`config.mk`:
```
export PLATFORM = sky130hd
export DESIGN_NAME = rtc_three_wire_bcd_master
export DESIGN_NICKNAME = d
export VERILOG_FILES = /design/src/rtl/rtc3w_pkg.sv /design/src/rtl/rtc3w_seq.sv /design/src/rtl/rtc_three_wire_bcd_master.sv
export SDC_FILE = /design/constraint.sdc
export NUM_CORES = 1
export LEC_CHECK = 0
export ABC_AREA = 0
export BUFFER_PORTS_ARGS = -buffer_cell sky130_fd_sc_hd__buf_2
export CAP_MARGIN = 5
export CELL_PAD_IN_SITES_DETAIL_PLACEMENT = 1
export CELL_PAD_IN_SITES_GLOBAL_PLACEMENT = 1
export CORE_MARGIN = 1.5
export CORE_UTILIZATION = 41
export CTS_CLUSTER_DIAMETER = 40
export CTS_CLUSTER_SIZE = 30
export DETAILED_ROUTE_END_ITERATION = 8
export PLACE_DENSITY_LB_ADDON = 0.1
export SLEW_MARGIN = 20
export SYNTH_ARGS = -nofsm -noshare
export SYNTH_HDL_FRONTEND = slang
export SYNTH_HIERARCHICAL = 1
export SYNTH_SLANG_ARGS = --single-unit
```
`constraint.sdc`:
```
create_clock -name aclk -period 5.2 [get_ports aclk]
set_input_delay 0 -clock aclk [delete_from_list [all_inputs] [get_ports aclk]]
set_output_delay 0 -clock aclk [all_outputs]
set_load 0.03 [all_outputs]
```
`src/rtl/rtc3w_pkg.sv`:
```
// Shared types, constants and helper functions for the three-wire RTC master.
// Used by the sequencer and the top level; depends on nothing else.
`default_nettype none

package rtc3w_pkg;

    localparam int ENABLE_WAIT_TICKS = 4;
    localparam int BIT_WAIT_TICKS    = 1;

    localparam logic [7:0] EN_WAIT  = 8'(ENABLE_WAIT_TICKS - 1);
    localparam logic [7:0] BIT_WAIT = 8'(BIT_WAIT_TICKS - 1);

    localparam logic [1:0] FUNC_TICK  = 2'd0;
    localparam logic [1:0] FUNC_READ  = 2'd1;
    localparam logic [1:0] FUNC_WRITE = 2'd2;

    localparam logic [2:0] FIELD_SEC   = 3'd0;
    localparam logic [2:0] FIELD_MIN   = 3'd1;
    localparam logic [2:0] FIELD_HOUR  = 3'd2;
    localparam logic [2:0] FIELD_DATE  = 3'd3;
    localparam logic [2:0] FIELD_MONTH = 3'd4;
    localparam logic [2:0] FIELD_YEAR  = 3'd5;

    localparam logic [4:0] READ_BITS  = 5'd8;
    localparam logic [4:0] WRITE_BITS = 5'd16;
    localparam logic [6:0] VALUE_MAX  = 7'd99;

    typedef enum logic [7:0] {
        PH_IDLE   = 8'b0000_0001,
        PH_ENWAIT = 8'b0000_0010,
        PH_SETUP  = 8'b0000_0100,
        PH_HIGH   = 8'b0000_1000,
        PH_LOW    = 8'b0001_0000,
        PH_TURN   = 8'b0010_0000,
        PH_RHIGH  = 8'b0100_0000,
        PH_RLOW   = 8'b1000_0000
    } phase_t;

    typedef struct packed {
        logic       chip_enable;
        logic       serial_clock;
        logic       io_out;
        logic       io_drive;
        logic       busy;
        logic       done;
        logic [6:0] read_value;
        logic       start_rejected;
    } result_t;

    function automatic logic [2:0] sat_field(input logic [2:0] fidx);
        sat_field = (fidx > FIELD_YEAR) ? FIELD_YEAR : fidx;
    endfunction

    function automatic logic [7:0] read_cmd(input logic [2:0] fidx);
        case (fidx)
            FIELD_SEC:   read_cmd = 8'h81;
            FIELD_MIN:   read_cmd = 8'h83;
            FIELD_HOUR:  read_cmd = 8'h85;
            FIELD_DATE:  read_cmd = 8'h87;
            FIELD_MONTH: read_cmd = 8'h89;
            default:     read_cmd = 8'h8d;
        endcase
    endfunction

    function automatic logic [3:0] tens_mask(input logic [2:0] fidx);
        case (fidx)
            FIELD_SEC:   tens_mask = 4'h7;
            FIELD_MIN:   tens_mask = 4'hf;
            FIELD_HOUR:  tens_mask = 4'h3;
            FIELD_DATE:  tens_mask = 4'h3;
            FIELD_MONTH: tens_mask = 4'h1;
            default:     tens_mask = 4'hf;
        endcase
    endfunction

    // Binary to BCD; the tens digit comes from a multiply by 205/2048,
    // which is exact for every 7-bit value.
    function automatic logic [7:0] bcd_encode(input logic [6:0] w);
        logic [14:0] prod;
        logic [3:0]  q;
        logic [6:0]  q10;
        logic [6:0]  rem;
        prod = 15'(w) * 15'd205;
        q    = prod[14:11];
        q10  = 7'({q, 3'b000}) + 7'({q, 1'b0});
        rem  = w - q10;
        bcd_encode = {q, rem[3:0]};
    endfunction

    // BCD to binary with the field's tens mask; saturates at 99.
    function automatic logic [6:0] bcd_decode(input logic [7:0] b, input logic [2:0] fidx);
        logic [3:0] t;
        logic [7:0] v;
        t = b[7:4] & tens_mask(fidx);
        v = 8'({t, 3'b000}) + 8'({t, 1'b0}) + 8'(b[3:0]);
        bcd_decode = (v > 8'(VALUE_MAX)) ? VALUE_MAX : v[6:0];
    endfunction

endpackage

`default_nettype wire

```
`src/rtl/rtc3w_seq.sv`:
```
// Transaction sequencer: phase, counters, shift word and pin levels for one tick.
// Depends on rtc3w_pkg.
`default_nettype none

module rtc3w_seq
    import rtc3w_pkg::*;
(
    input  wire logic       aclk,
    input  wire logic       aresetn,
    input  wire logic       step_en,
    input  wire logic [1:0] func,
    input  wire logic [2:0] field_index,
    input  wire logic [6:0] write_value,
    input  wire logic       io_in,
    output result_t         result
);

    phase_t      phase_reg, phase_next;
    logic [4:0]  bit_count_reg, bit_count_next;
    logic [7:0]  wait_count_reg, wait_count_next;
    logic [15:0] shift_word_reg, shift_word_next;
    logic [7:0]  read_byte_reg, read_byte_next;
    logic [2:0]  active_field_reg, active_field_next;
    logic        writing_reg, writing_next;
    logic        ce_reg, ce_next;
    logic        sclk_reg, sclk_next;
    logic        io_reg, io_next;
    logic        drive_reg, drive_next;

    logic        start;
    logic [2:0]  fidx;
    logic [7:0]  cmd;
    logic [4:0]  bit_inc;
    logic [4:0]  bit_limit;
    logic        done;
    logic        rejected;
    logic [6:0]  rval;

    assign start     = (func == FUNC_READ) || (func == FUNC_WRITE);
    assign fidx      = sat_field(field_index);
    assign cmd       = read_cmd(fidx);
    assign bit_inc   = bit_count_reg + 5'd1;
    assign bit_limit = writing_reg ? WRITE_BITS : READ_BITS;

    always_comb begin
        phase_next        = phase_reg;
        bit_count_next    = bit_count_reg;
        wait_count_next   = wait_count_reg;
        shift_word_next   = shift_word_reg;
        read_byte_next    = read_byte_reg;
        active_field_next = active_field_reg;
        writing_next      = writing_reg;
        ce_next           = ce_reg;
        sclk_next         = sclk_reg;
        io_next           = io_reg;
        drive_next        = drive_reg;
        done              = 1'b0;
        rejected          = 1'b0;
        rval              = '0;

        if (phase_reg == PH_IDLE) begin
            if (start) begin
                active_field_next = fidx;
                writing_next      = (func == FUNC_WRITE);
                if (func == FUNC_WRITE) begin
                    shift_word_next = {bcd_encode(write_value), cmd & 8'hfe};
                end else begin
                    shift_word_next = {8'h00, cmd};
                end
                read_byte_next  = '0;
                bit_count_next  = '0;
                ce_next         = 1'b1;
                drive_next      = 1'b1;
                phase_next      = PH_ENWAIT;
                wait_count_next = EN_WAIT;
            end
        end else begin
            rejected = start;
            if (wait_count_reg != 8'd0) begin
                wait_count_next = wait_count_reg - 8'd1;
            end else begin
                case (phase_reg)
                    PH_ENWAIT: begin
                        if (ce_reg) begin
                            bit_count_next  = '0;
                            io_next         = shift_word_reg[0];
                            phase_next      = PH_SETUP;
                            wait_count_next = BIT_WAIT;
                        end else begin
                            drive_next = 1'b1;
                            phase_next = PH_IDLE;
                            done       = 1'b1;
                            if (!writing_reg) begin
                                rval = bcd_decode(read_byte_reg, sat_field(active_field_reg));
                            end
                        end
                    end
                    PH_SETUP: begin
                        sclk_next       = 1'b1;
                        phase_next      = PH_HIGH;
                        wait_count_next = BIT_WAIT;
                    end
                    PH_HIGH: begin
                        sclk_next       = 1'b0;
                        phase_next      = PH_LOW;
                        wait_count_next = BIT_WAIT;
                    end
                    PH_LOW: begin
                        bit_count_next = bit_inc;
                        if (bit_inc < bit_limit) begin
                            io_next         = shift_word_reg[bit_inc[3:0]];
                            phase_next      = PH_SETUP;
                            wait_count_next = BIT_WAIT;
                        end else if (!writing_reg) begin
                            io_next         = 1'b0;
                            phase_next      = PH_TURN;
                            wait_count_next = BIT_WAIT;
                        end else begin
                            ce_next         = 1'b0;
                            phase_next      = PH_ENWAIT;
                            wait_count_next = EN_WAIT;
                        end
                    end
                    PH_TURN: begin
                        drive_next      = 1'b0;
                        read_byte_next  = read_byte_reg | 8'(io_in);
                        bit_count_next  = 5'd1;
                        sclk_next       = 1'b1;
                        phase_next      = PH_RHIGH;
                        wait_count_next = BIT_WAIT;
                    end
                    PH_RHIGH: begin
                        sclk_next       = 1'b0;
                        phase_next      = PH_RLOW;
                        wait_count_next = BIT_WAIT;
                    end
                    PH_RLOW: begin
                        if (bit_count_reg < READ_BITS) begin
                            read_byte_next  = read_byte_reg
                                            | (8'(io_in) << bit_count_reg[2:0]);
                            bit_count_next  = bit_inc;
                            sclk_next       = 1'b1;
                            phase_next      = PH_RHIGH;
                            wait_count_next = BIT_WAIT;
                        end else begin
                            ce_next         = 1'b0;
                            phase_next      = PH_ENWAIT;
                            wait_count_next = EN_WAIT;
                        end
                    end
                    default: begin
                        phase_next = PH_IDLE;
                    end
                endcase
            end
        end
    end

    always_ff @(posedge aclk) begin
        if (!aresetn) begin
            phase_reg        <= PH_IDLE;
            bit_count_reg    <= '0;
            wait_count_reg   <= '0;
            shift_word_reg   <= '0;
            read_byte_reg    <= '0;
            active_field_reg <= '0;
            writing_reg      <= 1'b0;
            ce_reg           <= 1'b0;
            sclk_reg         <= 1'b0;
            io_reg           <= 1'b0;
            drive_reg        <= 1'b1;
        end else if (step_en) begin
            phase_reg        <= phase_next;
            bit_count_reg    <= bit_count_next;
            wait_count_reg   <= wait_count_next;
            shift_word_reg   <= shift_word_next;
            read_byte_reg    <= read_byte_next;
            active_field_reg <= active_field_next;
            writing_reg      <= writing_next;
            ce_reg           <= ce_next;
            sclk_reg         <= sclk_next;
            io_reg           <= io_next;
            drive_reg        <= drive_next;
        end
    end

    always_comb begin
        result.chip_enable    = ce_next;
        result.serial_clock   = sclk_next;
        result.io_out         = io_next;
        result.io_drive       = drive_next;
        result.busy           = (phase_next != PH_IDLE);
        result.done           = done;
        result.read_value     = rval;
        result.start_rejected = rejected;
    end

endmodule

`default_nettype wire

```
`src/rtl/rtc_three_wire_bcd_master.sv`:
```
// Three-wire real-time-clock serial master: each request is one microsecond
// tick that carries the sampled data pin and may start a read or a write of
// one calendar field, and each request returns one result with the pin levels
// for that tick, a done strobe and the decoded value of a finished read. A
// request is taken in each cycle that s_ready is high, and its result is
// registered in the result register; a new request is taken in the same cycle
// that the waiting result leaves, and while a result is held back the input stalls.
// After reset the sequencer is idle with all pins low and the data line driven;
// a read takes 4 + 8 * 3 + 1 + 8 * 2 + 4 + 1 ticks and a write
// 4 + 16 * 3 + 4 + 1 ticks at the default wait settings.
// Depends on rtc3w_pkg and rtc3w_seq.
`default_nettype none

module rtc_three_wire_bcd_master
    import rtc3w_pkg::*;
(
    input  wire logic       aclk,
    input  wire logic       aresetn,
    input  wire logic       s_valid,
    output logic            s_ready,
    input  wire logic [1:0] s_func,
    input  wire logic [2:0] s_field_index,
    input  wire logic [6:0] s_write_value,
    input  wire logic       s_io_in,
    output logic            m_valid,
    input  wire logic       m_ready,
    output logic            m_chip_enable,
    output logic            m_serial_clock,
    output logic            m_io_out,
    output logic            m_io_drive,
    output logic            m_busy_res,
    output logic            m_done_res,
    output logic [6:0]      m_read_value,
    output logic            m_start_rejected
);

    logic    accept;
    logic    m_valid_reg, m_valid_next;
    result_t step_result;
    result_t result_reg;

    assign s_ready = !m_valid_reg || m_ready;
    assign accept  = s_valid && s_ready;

    rtc3w_seq u_seq (
        .aclk        (aclk),
        .aresetn     (aresetn),
        .step_en     (accept),
        .func        (s_func),
        .field_index (s_field_index),
        .write_value (s_write_value),
        .io_in       (s_io_in),
        .result      (step_result)
    );

    always_comb begin
        if (accept) begin
            m_valid_next = 1'b1;
        end else if (m_ready) begin
            m_valid_next = 1'b0;
        end else begin
            m_valid_next = m_valid_reg;
        end
    end

    always_ff @(posedge aclk) begin
        if (!aresetn) begin
            m_valid_reg <= 1'b0;
        end else begin
            m_valid_reg <= m_valid_next;
        end
    end

    always_ff @(posedge aclk) begin
        if (accept) begin
            result_reg <= step_result;
        end
    end

    assign m_valid          = m_valid_reg;
    assign m_chip_enable    = result_reg.chip_enable;
    assign m_serial_clock   = result_reg.serial_clock;
    assign m_io_out         = result_reg.io_out;
    assign m_io_drive       = result_reg.io_drive;
    assign m_busy_res       = result_reg.busy;
    assign m_done_res       = result_reg.done;
    assign m_read_value     = result_reg.read_value;
    assign m_start_rejected = result_reg.start_rejected;

endmodule

`default_nettype wire

```
==> summary.txt, run 1 <==
Drt
  • Uppermost routed layer: met4
  • Pre-antenna DRT Iters: 4
  • Vias: 3915
  • Vias/cell: 5.732
  • Met1 WL: 5912 um
  • DRT iter0 DRCs: 187
  • Met2 WL: 5596 um
  • Avg WL per Cell: 17.75 um
  • Remaining DRCs: 0
  • Final wirelength: 12130 um
  • Antenna viol nets, final: 0
  • Met3 Wirelength: 432 um

STA
  • Max Freq: 0.2339 GHz
  • Rel. slew slack: 0.5105
  • Tmin final: 4276 ps
  • Final WS setup: 924.1 ps
  • Final Hold Fails: 0
  • Skew final: 12.72 ps
  • RSZ-0062 raised after global routing: no
  • Setup Viol. Count Final: 0
  • Pins Over Slew Limit: 0
  • Setup tns final: 0 ps
  • Slew @ Worst Pin: 732.3 ps
  • Final worst-path cycle share: 0.8223
  • Worst Hold Margin: 44.38 ps

CTS
  • Clock root buffer: clkbuf_8
  • CTS tree: done
  • Max clock buf depth: 2
  • Clock sink count: 65
  • CTS H-tree depth: 3
  • Worst-Skew Late Latency: 370 ps
  • Clk slew on worst S/H paths: 70 ps
  • CTS buffer count: 9
  • Post-CTS sizing: 0

Placement
  • Post-DP HPWL: 9273 um
  • Port buffer count: 32
  • Placed Area: 4840 sq um
  • Placed cells: 659
  • Post-place setup slack: 580.9 ps
  • Routability Congestion: 0.8776

Worst setup path
  • Delay-heaviest family, CP: adder cells
  • Crit path max-delay cell type: or4b_1
  • Top cell by count, worst path: ha_1
  • Cell chain of the critical path: buf_2, ha_1, inv_1, fa_1, inv_1, ha_1, fa_1, ha_1, a21oi_1, and2_1, o21ai_0, a211oi_1, nor2_1, ha_1, a221oi_1, a21oi_1, or4b_1, nand3_1
  • WP data required: 5500 ps
  • CP endpoint kind: flop
  • Worst Path Max Fanout: 4
  • WP buf/inv: 3
  • Critical path's largest stage delay: 510 ps
  • Reg2Reg Setup Slack: 2110 ps
  • CP Launch Type: primary input
  • Critical path class: in2reg
  • Worst path arrival time: 4580 ps

Floorplan
  • IO Count: 33
  • # rows: 38
  • Die X: 108.7 um
  • Initial core utilization: 0.4211
  • DIE AREA: 11820 sq um
  • Die Ht: 108.7 um
  • Core box area: 10890 sq um

Synth
  • Number of library cell types mapped by synthesis: 71
  • Post-synth EDFFs: 14
  • Synth Area per Inst: 9.096 sq um
  • Number of synthesized register bits: 65
  • Syn Inst Count: 504
  • Commonest register cell after synthesis: dfxtp_1
  • Mapped Area: 4584 sq um
  • Syn Nets: 581
  • Post-synth ARST share: 0
  • Warnings from Yosys: 6
  • Seq/Total Area, Yosys: 0.3144

Min path
  • Worst hold path class: in2reg

Finish
  • Final non-filler cell area: 5106 sq um
  • Fin util: 0.4690
  • Syn-to-layout area delta: 11.38%
  • Ratio of cells with drive above 1 in the final layout: 0.1289
  • Most frequent cells in the layout: dfxtp_1 (51), nor2_1 (51), ha_1 (50)
  • Max FFs per register: 13
  • Fillcell total: 1302
  • Non-filler instance count after layout: 683
  • Fin nets: 615
  • # diodes: 0

GRT
  • Initial antenna violation count: 0
  • Vias in the first global route: 4032
  • First-pass GRT wire length: 20090 um
  • Grt total ovfl: 0
  • Largest net degree at the start of global routing: 34
  • All-Layer GR Usage: 0.2211

Power and ir drop
  • VDD IR max: 0.0002342 V
  • PD cells: 421.0 nW/um^2
  • Pwr Total: 2.150 mW
  • Pleak: 2.185 nW

Flow run
  • Max_cap viols: 0

Status
  • Status: finished, final reports clean
==> logic make-up (layout without fill, tap and decap cells) <==
kind of cell,after synthesis,after routing,share of synthesized area
adders and majority gates,60,60,0.1801
AOI/OAI and AO/OA,116,116,0.1755
xor gates and xnor gates,14,14,0.02675
DFF,65,65,0.3144
and+or+nand+nor,183,183,0.2222
muxes,9,9,0.02838
buffers and inverters,57,96,0.05267
==> power breakdown <==
group          internal [mW]  leakage [nW]  switching, mW
Clock                  0.219        0.0998          0.207
Combinational          0.404          1.53          0.663
Sequential             0.589         0.552         0.0681
Total                   1.21          2.18          0.938
==> cell usage after synthesis, drive strengths merged (5+ instances only) <==
master | count | area [sq um]
a211oi | 7 | 52.55
a21o | 5 | 37.54
a21oi | 38 | 190.2
a22o | 8 | 70.07
and2 | 6 | 40.04
and3 | 8 | 50.05
buf | 9 | 60.05
clkbuf | 11 | 42.54
dfxtp | 51 | 1021
edfxtp | 14 | 420.4
fa | 10 | 200.2
ha | 50 | 625.6
inv | 36 | 135.1
nand2 | 33 | 123.9
nand2b | 10 | 70.06
nand3 | 12 | 60.06
nand4b | 6 | 52.55
nor2 | 51 | 191.4
nor3 | 13 | 65.06
nor3b | 5 | 37.54
nor4 | 9 | 92.59
o211ai | 5 | 37.54
o21ai | 17 | 88.84
xnor2 | 8 | 70.07
xor2 | 6 | 52.55
==> worst paths after layout <==
kind,from,endpoint,cells past startpoint
max,s_write_value[4],u_seq/shift_word_reg[11],18
min,aresetn,u_seq/drive_reg,2
max reg2reg,u_seq/wait_count_reg[0],u_seq/bit_count_reg[2],8
min reg2reg,u_seq/shift_word_reg[13],u_seq/shift_word_reg[13],2
==> final cells by class <==
type / instances / area [sq um] / area share
multi-input cells: 382 / 2902 / 0.5682
repair buffers: 43 / 262.8 / 0.05146
well taps: 140 / 175.2 / 0.03431
inverters: 37 / 138.9 / 0.02720
clock buffers: 10 / 127.6 / 0.02499
clock inverters: 6 / 58.81 / 0.01152
flip-flops and latches: 65 / 1441 / 0.2823
==> metal layers <==
| metal | vias up | track usage |
|---|---|---|
| met1 | 1917 | 0.2896 |
| met3 | 15 | 0.04005 |
| met2 | 67 | 0.3648 |
| li1 | 1916 | - |
| met4 | 0 | 0.07801 |
| met5 | - | 0 |
==> what timing repair did <==
item                                   CTS  global route
buffers inserted                         0             0
hold buffers                             8             0
endpoints found under the hold margin    8             0
No activity file was read; power rests on OpenSTA's default activity.
==> run 2: changes to the inputs <==
ABC_AREA = 1   (was 0)
clock period = 3.5 ns   (was 5.2 ns; I/O delays follow)
==> run 2 against run 1 <==
- clock skew fell by 3.0 ps
- die area rose by 3.9%
- routed wire length up 3.6%
- synthesized cell count rose by 23%
- sequential share of layout area fell by 2.5 points
- synthesized area increased by 4.0%
- cell count up 20%
- global-route usage shrank 1.3 points
- non-clock buffer count up 10
- via count increased by 7.8%
- worst setup slack worse by 790 ps
==> summary.txt, run 2 <==
Worst setup path
  • Critical path class: in2reg
  • Instance count on the critical path: 22 (+4)
  • Worst path arrival time: 3630 ps (-950 ps)
  • WP data required: 3760 ps (-1740 ps)
  • Crit path max-delay cell type: fa_1
  • Worst Path Max Fanout: 4 (unchanged)
  • WP buf/inv: 4 (+1)
  • Delay-heaviest family, CP: adder cells
  • Worst reg-to-reg path cell count: 12 (+4)
  • Crit path to: u_seq/shift_word_reg[11]
  • Reg2Reg Setup Slack: 500 ps (-1610 ps)
  • Critical path's largest stage delay: 460 ps (-50 ps)
  • Critical Path Source: s_write_value[5]
  • Reg-to-Reg Start: u_seq/active_field_reg[1]
  • Cell chain of the critical path: buf_2, inv_1, ha_2, ha_1, or2_2, fa_1, ha_1, ha_4, a21oi_2, o21a_1, nand2_2, a21oi_2, xor2_1, inv_1, ha_4, xnor2_2, inv_1, nand4_1, nand2_1, nand2_1, nand3_1, a21oi_1
  • Reg2reg end: m_read_value[0]
  • CP Launch Type: primary input
  • CP endpoint kind: flop
  • Top cell by count, worst path: inv_1

Drt
  • DRT iter0 DRCs: 175 (-6.4%)
  • Antenna viol nets, final: 0 (unchanged)
  • Remaining DRCs: 0 (unchanged)
  • Final wirelength: 12560 um (+3.6%)
  • Avg WL per Cell: 15.34 um (-14%)
  • Vias/cell: 5.154 (-10%)
  • Pre-antenna DRT Iters: 4 (unchanged)
  • Vias: 4221 (+7.8%)

GRT
  • Initial antenna violation count: 0 (unchanged)
  • GRT met1 Usage: 0.2456 (-0.04395)
  • GRT Max-Usage Layer: met2
  • M3 GR Usage: 0.03499 (-0.005056)
  • Largest net degree at the start of global routing: 27 (-21%)
  • Grt met2 use: 0.3848 (+0.01999)
  • All-Layer GR Usage: 0.2085 (-0.01253)
  • Vias in the first global route: 4481 (+11%)
  • Grt total ovfl: 0 (unchanged)
  • First-pass GRT wire length: 20840 um (+3.7%)

STA
  • Setup tns final: 0 ps (unchanged)
  • Slew @ Worst Pin: 712.4 ps (-19.85 ps)
  • Skew final: 9.768 ps (-2.954 ps)
  • Setup Viol. Count Final: 0 (unchanged)
  • Rel. slew slack: 0.5245 (+0.01409)
  • Final WS setup: 134.3 ps (-789.8 ps)
  • Final Hold Fails: 0 (unchanged)
  • Final worst-path cycle share: 0.9616
  • Tmin final: 3366 ps
  • Max Freq: 0.2971 GHz
  • Pins Over Slew Limit: 0 (unchanged)

Floorplan
  • Die X: 110.8 um (+1.9%)
  • Die Ht: 110.8 um (+1.9%)
  • DIE AREA: 12280 sq um (+3.9%)
  • # rows: 39 (+2.6%)
  • IO Count: 33 (unchanged)
  • Core box area: 11370 sq um (+4.4%)
  • Initial core utilization: 0.4193 (-0.001772)

Placement
  • Post-DP HPWL: 9520 um (+2.7%)
  • Post-place setup slack: -249.2 ps (-830.0 ps)
  • Port buffer count: 32 (unchanged)
  • Routability Congestion: 0.8390 (-4.4%)

Flow run
  • Max_cap viols: 0 (unchanged)

Finish
  • Max FFs per register: 13 (unchanged)
  • Register area: 1441 sq um (unchanged)
  • Commonest non-fill, non-tap cell in the layout: nand2_1
  • Fillcell total: 1427 (+9.6%)
  • Ratio of cells with drive above 1 in the final layout: 0.1997 (+0.07079)
  • Most frequent cells in the layout: nand2_1 (114), inv_1 (101), a21oi_1 (53)
  • Syn-to-layout area delta: 17.72%
  • Fin nets: 748 (+22%)
  • Multi-input logic area: 2930 sq um (+0.99%)
  • # diodes: 0 (unchanged)

Synth
  • Ranking of synthesized cells by area: dfxtp_1 (21%), ha_1 (13%), nand2_1 (9.4%)
  • Syn Inst Count: 622 (+23%)
  • Mapped Area: 4767 sq um (+4.0%)
  • Number of synthesized register bits: 65 (unchanged)
  • Most common cell in the netlist: nand2_1
  • Commonest register cell after synthesis: dfxtp_1
  • Synth Area per Inst: 7.664 sq um (-16%)
  • Post-synth ARST share: 0 (unchanged)
  • Synth cell count leaders: nand2_1 (119), inv_1 (101), a21oi_1 (57), dfxtp_1 (51), ha_1 (50)
  • Number of library cell types mapped by synthesis: 46 (-35%)
  • Post-synth EDFFs: 14 (unchanged)
  • Yosys top cell area share: 0.2142 (-0.008534)
  • Warnings from Yosys: 6 (unchanged)
  • Top cell type by total area after synthesis: dfxtp_1
  • Syn Nets: 699 (+20%)
  • Seq/Total Area, Yosys: 0.3024 (-0.01205)

CTS
  • CTS buffer count: 9 (unchanged)
  • CTS H-tree depth: 3 (unchanged)
  • Clk slew on worst S/H paths: 50 ps (-20 ps)
  • Max clock buf depth: 2 (unchanged)
  • Clock root buffer: clkbuf_16
  • Clock sink count: 65 (unchanged)
  • CTS tree: done
  • Worst-Skew Late Latency: 330 ps (-40 ps)

Power and ir drop
  • Pleak: 2.671 nW (+22%)
  • PD cells: 713.8 nW/um^2 (+70%)
  • VDD IR max: 0.0004002 V (+71%)
  • Pwr Total: 4.005 mW (+86%)

Min path
  • Worst hold path class: in2reg

Status
  • Status: finished, final reports clean
[run 2: timing repair]
item / CTS / global route
endpoints found under the hold margin: 6 / 0
resized for setup: 0 / 18
hold buffers: 5 / 0
endpoints found under the setup margin: 0 / 2
buffers inserted: 0 / 2
[run 2: worst min-delay path: stages]
cell and delay, ps:
buf_2 70, inv_1 80, nand2_1 80, a31oi_1 80, nor2_1 70
[run 2: layout make-up]
class	instances	area share
Inverter	116	0.07848
Multi-Input combinational cell	426	0.5222
Timing Repair Buffer	53	0.05886
Clock inverter	3	0.007135
Clock buffer	13	0.04459
Tap cell	143	0.03188
Sequential cell	65	0.2569
[run 2: worst min path at each step]
| stage | start | end | slack [ps] | depth (start not counted) |
|---|---|---|---|---|
| final | s_io_in | u_seq/read_byte_reg[0] | 80 | 5 |
| after global routing | s_field_index[0] | u_seq/shift_word_reg[2] | 100 | 5 |
| after CTS | s_io_in | u_seq/read_byte_reg[0] | 80 | 5 |
| after detailed placement | m_ready | m_valid | 290 | 4 |
| after global placement | m_ready | m_valid | 270 | 4 |
| after floorplan | aresetn | u_seq/phase_reg[0] | 100 | 1 |
[run 2: routing by layer]
metal,up-vias,part of all wire,routed length [um]
li1,2128,-,-
met1,2038,0.45,5612
met2,43,0.52,6529
met3,12,0.019,239
met4,0,0.014,178
met5,-,0,0
[run 2: report_power, final]
group	internal (mW)	switching, mW
Clock	0.569	0.324
Combinational	0.759	1.40
Sequential	0.870	0.0832
Total	2.20	1.81
[run 2: logic make-up (layout without fill, tap and decap cells)]
| group | count (synthesis) | count (layout) | share of synthesized area |
|---|---|---|---|
| multiplexers | 1 | 1 | 0.002100 |
| AND/OR/NAND/NOR | 246 | 246 | 0.2643 |
| flip-flops | 65 | 65 | 0.3024 |
| AO/OA/AOI/OAI | 106 | 106 | 0.1228 |
| adder cells (fa/ha/maj) | 60 | 60 | 0.1732 |
| buffers and inverters | 131 | 185 | 0.1097 |
| XOR/XNOR | 13 | 13 | 0.02546 |
[run 2: stage by stage]
stage	cells	util	cell area, sq um	hold WS [ps]
2_1_floorplan	622	-	4767	98.64
3_3_place_gp	796	0.4514	5132	272.3
3_5_place_dp	796	0.4514	5132	289.6
4_1_cts	817	0.4813	5473	80.31
5_1_grt	819	0.4936	5612	104.9
6_report	819	0.4936	5612	83.11
==> run 3: changes to the inputs <==
BUFFER_PORTS_ARGS = not set   (was -buffer_cell sky130_fd_sc_hd__buf_2)
DONT_BUFFER_PORTS = 1   (was not set)
SYNTH_HIERARCHICAL = not set   (was 1)
==> run 3 against run 2 <==
- power fell by 12%
- worst hold slack got worse by 80 ps
- non-clock buffer count fell by 41
- clock skew fell by 2.8 ps
- final area fell by 4.6%
- critical endpoint is now u_seq.shift_word_reg[11]
==> summary.txt, run 3 <==
Synth
  • Warnings from Yosys: 0 (-6)
  • Mapped Area: 4810 sq um (+0.89%)
  • Most common cell in the netlist: nand2_1
  • Post-synth EDFFs: 14 (unchanged)
  • Synth Area per Inst: 7.468 sq um (-2.6%)
  • Syn Nets: 721 (+3.1%)
  • Yosys top cell area share: 0.2123 (-0.001894)
  • Post-synth ARST share: 0 (unchanged)
  • Syn Inst Count: 644 (+3.5%)
  • Synth cell count leaders: nand2_1 (139), inv_1 (103), dfxtp_1 (51), ha_1 (50), nand3_1 (49)
  • Seq/Total Area, Yosys: 0.2997 (-0.002674)
  • Top cell type by total area after synthesis: dfxtp_1
  • Number of synthesized register bits: 65 (unchanged)
  • Ranking of synthesized cells by area: dfxtp_1 (21%), ha_1 (13%), nand2_1 (11%)
  • Number of library cell types mapped by synthesis: 40 (-13%)
  • Commonest register cell after synthesis: dfxtp_1

Worst setup path
  • Critical Path Source: s_write_value[5]
  • CP endpoint kind: flop
  • Worst path arrival time: 3420 ps (-210 ps)
  • CP Launch Type: primary input
  • Reg-to-Reg Start: u_seq.active_field_reg[0]
  • WP data required: 3740 ps (-20 ps)
  • Critical path class: in2reg
  • Worst Path Max Fanout: 5 (+1)
  • Reg2Reg Setup Slack: 560 ps (+60 ps)

CTS
  • Post-CTS sizing: 0 (unchanged)
  • Clk slew on worst S/H paths: 60 ps (about the same)
  • Hold-fix buffers at CTS: 9 (+4)
  • CTS tree: done
  • Max clock buf depth: 2 (unchanged)
  • Worst-Skew Late Latency: 340 ps (about the same)
  • Clock sink count: 65 (unchanged)
  • CTS buffer count: 9 (unchanged)
  • Clock root buffer: clkbuf_16
  • CTS H-tree depth: 3 (unchanged)
  • Post-CTS Repair Setup Buffers: 0 (unchanged)

Finish
  • Syn-to-layout area delta: 11.32%
  • # diodes: 0 (unchanged)
  • Non-filler instance count after layout: 806 (-1.6%)
  • Ratio of cells with drive above 1 in the final layout: 0.1011 (-0.09865)
  • Fin nets: 735 (-1.7%)
  • Most frequent cells in the layout: nand2_1 (139), inv_1 (103), dfxtp_1 (51)
  • Fillcell total: 1477 (+3.5%)
  • Register area: 1441 sq um (unchanged)
  • Commonest non-fill, non-tap cell in the layout: nand2_1
  • Max FFs per register: 13 (unchanged)
  • Multi-input logic area: 2878 sq um (-1.8%)

Drt
  • Antenna viol nets, final: 0 (unchanged)
  • Vias/cell: 5.140 (-0.26%)
  • Remaining DRCs: 0 (unchanged)
  • Final wirelength: 12310 um (-2.0%)
  • Avg WL per Cell: 15.28 um (-0.39%)
  • Pre-antenna DRT Iters: 4 (unchanged)
  • DRT iter0 DRCs: 149 (-15%)
  • Vias: 4143 (-1.8%)

GRT
  • All-Layer GR Usage: 0.2132 (+0.004648)
  • Grt met2 use: 0.3836 (-0.001134)
  • Grt total ovfl: 0 (unchanged)
  • Largest net degree at the start of global routing: 18 (-33%)
  • GRT met1 Usage: 0.2519 (+0.006248)
  • GRT Max-Usage Layer: met2
  • First-pass GRT wire length: 21090 um (+1.2%)
  • Vias in the first global route: 4429 (-1.2%)
  • Initial antenna violation count: 0 (unchanged)
  • M3 GR Usage: 0.04046 (+0.005467)

Placement
  • Port buffer count: 0 (-100%)
  • Placed cells: 781 (-1.9%)
  • Routability Congestion: 0.7984 (-4.8%)
  • Post-DP HPWL: 9827 um (+3.2%)

STA
  • Final Hold Fails: 0 (unchanged)
  • Setup Viol. Count Final: 0 (unchanged)
  • Pins Over Slew Limit: 0 (unchanged)
  • Rel. slew slack: 0.6710 (+0.1465)
  • Skew final: 6.929 ps (-2.839 ps)
  • RSZ-0062 raised after global routing: no
  • Slew @ Worst Pin: 491.8 ps (-220.6 ps)
  • Final worst-path cycle share: 0.9099 (-0.05170)
  • Max Freq: 0.3140 GHz (+5.7%)
  • Tmin final: 3185 ps (-180.9 ps)

Status
  • Status: finished, final reports clean

Power and ir drop
  • VDD IR max: 0.0005948 V (+49%)
  • Pleak: 2.610 nW (-2.3%)
  • PD cells: 659.9 nW/um^2 (-7.5%)
  • Pwr Total: 3.533 mW (-12%)

Floorplan
  • # rows: 39 (unchanged)
  • Core box area: 11420 sq um (+0.43%)
  • IO Count: 33 (unchanged)
  • Die Ht: 111.3 um (+0.43%)
  • DIE AREA: 12390 sq um (+0.87%)
  • Die X: 111.3 um (+0.43%)
  • Initial core utilization: 0.4212 (+0.001934)

Flow run
  • Max_cap viols: 0 (unchanged)

Min path
  • Min-delay src: aresetn
  • Worst hold path class: in2reg
==> run 3: cell types whose count changed after synthesis, sizes merged, moves of 6 or more <==
cell   change
o21ai      +6
nor3       -8
a22oi      -6
nand3     +27
nand2     +22
a21oi     -14
==> run 3: worst paths after layout <==
check | endpoint | cells past startpoint
hold reg to reg | u_seq.read_byte_reg[6] | 2
hold / removal | u_seq.wait_count_reg[7] | 2
setup reg to reg | m_read_value[1] | 12
setup / recovery | u_seq.shift_word_reg[11] | 28
==> run 3: critical path: stages <==
cell and delay, ps:
inv_1 20, ha_1 330, fa_1 460, fa_1 520
inv_1 40, ha_1 280, ha_1 330, nand2_1 60
inv_1 70, nand2_1 60, nand2_1 90, inv_1 40
nand2_1 60, nand2_1 60, nand2_1 60, nand2_1 50
nand2_1 80, inv_1 50, ha_1 180, xor2_1 150
inv_1 60, nand3_1 70, nand2_1 80, inv_1 40
nand2_1 50, nand2_1 50, nand2_1 50, nand2_1 40
==> run 3: stage by stage <==
stage	setup WS (ps)	area (sq um)	TNS (ps)	utilization	hold WS, ps
global route	44.27	5354	0	0.4689	36.36
detailed placement	-70.36	4969	-70.36	0.4351	144.0
floorplan	231.0	4810	0	-	156.9
CTS	284.1	5354	0	0.4689	7.037
finish	315.3	5354	0	0.4689	3.282
global placement	85.08	4969	0	0.4351	140.1
==> run 3: kinds of logic after synthesis <==
logic type,Yosys count,share of synthesized area
AO/OA/AOI/OAI,94,0.1072
adder cells (fa/ha/maj),60,0.1717
AND/OR/NAND/NOR,286,0.2940
XOR/XNOR,14,0.02549
flip-flops,65,0.2997
buffers and inverters,125,0.1020
==> run 3: final cells by class <==
type | instances | area share
tap | 143 | 0.03342
inverter | 116 | 0.08366
clock inverter | 7 | 0.01309
timing repair buffer | 12 | 0.02103
multi-input combinational | 454 | 0.5375
clock buffer | 9 | 0.04207
sequential | 65 | 0.2692
==> run 3: report_power, final <==
group / internal, mW / switching, mW / total (mW) / leakage [nW]
clock network: 0.550 / 0.347 / 0.897 / 0.146
logic: 0.546 / 1.11 / 1.66 / 1.91
registers: 0.862 / 0.114 / 0.976 / 0.553
total: 1.96 / 1.57 / 3.53 / 2.61
==> run 3: routing by layer <==
metal | up-vias | share of wire
met2 | 46 | 0.50
met1 | 1967 | 0.46
met5 | - | 0
met4 | 0 | 0.019
li1 | 2116 | -
met3 | 14 | 0.028
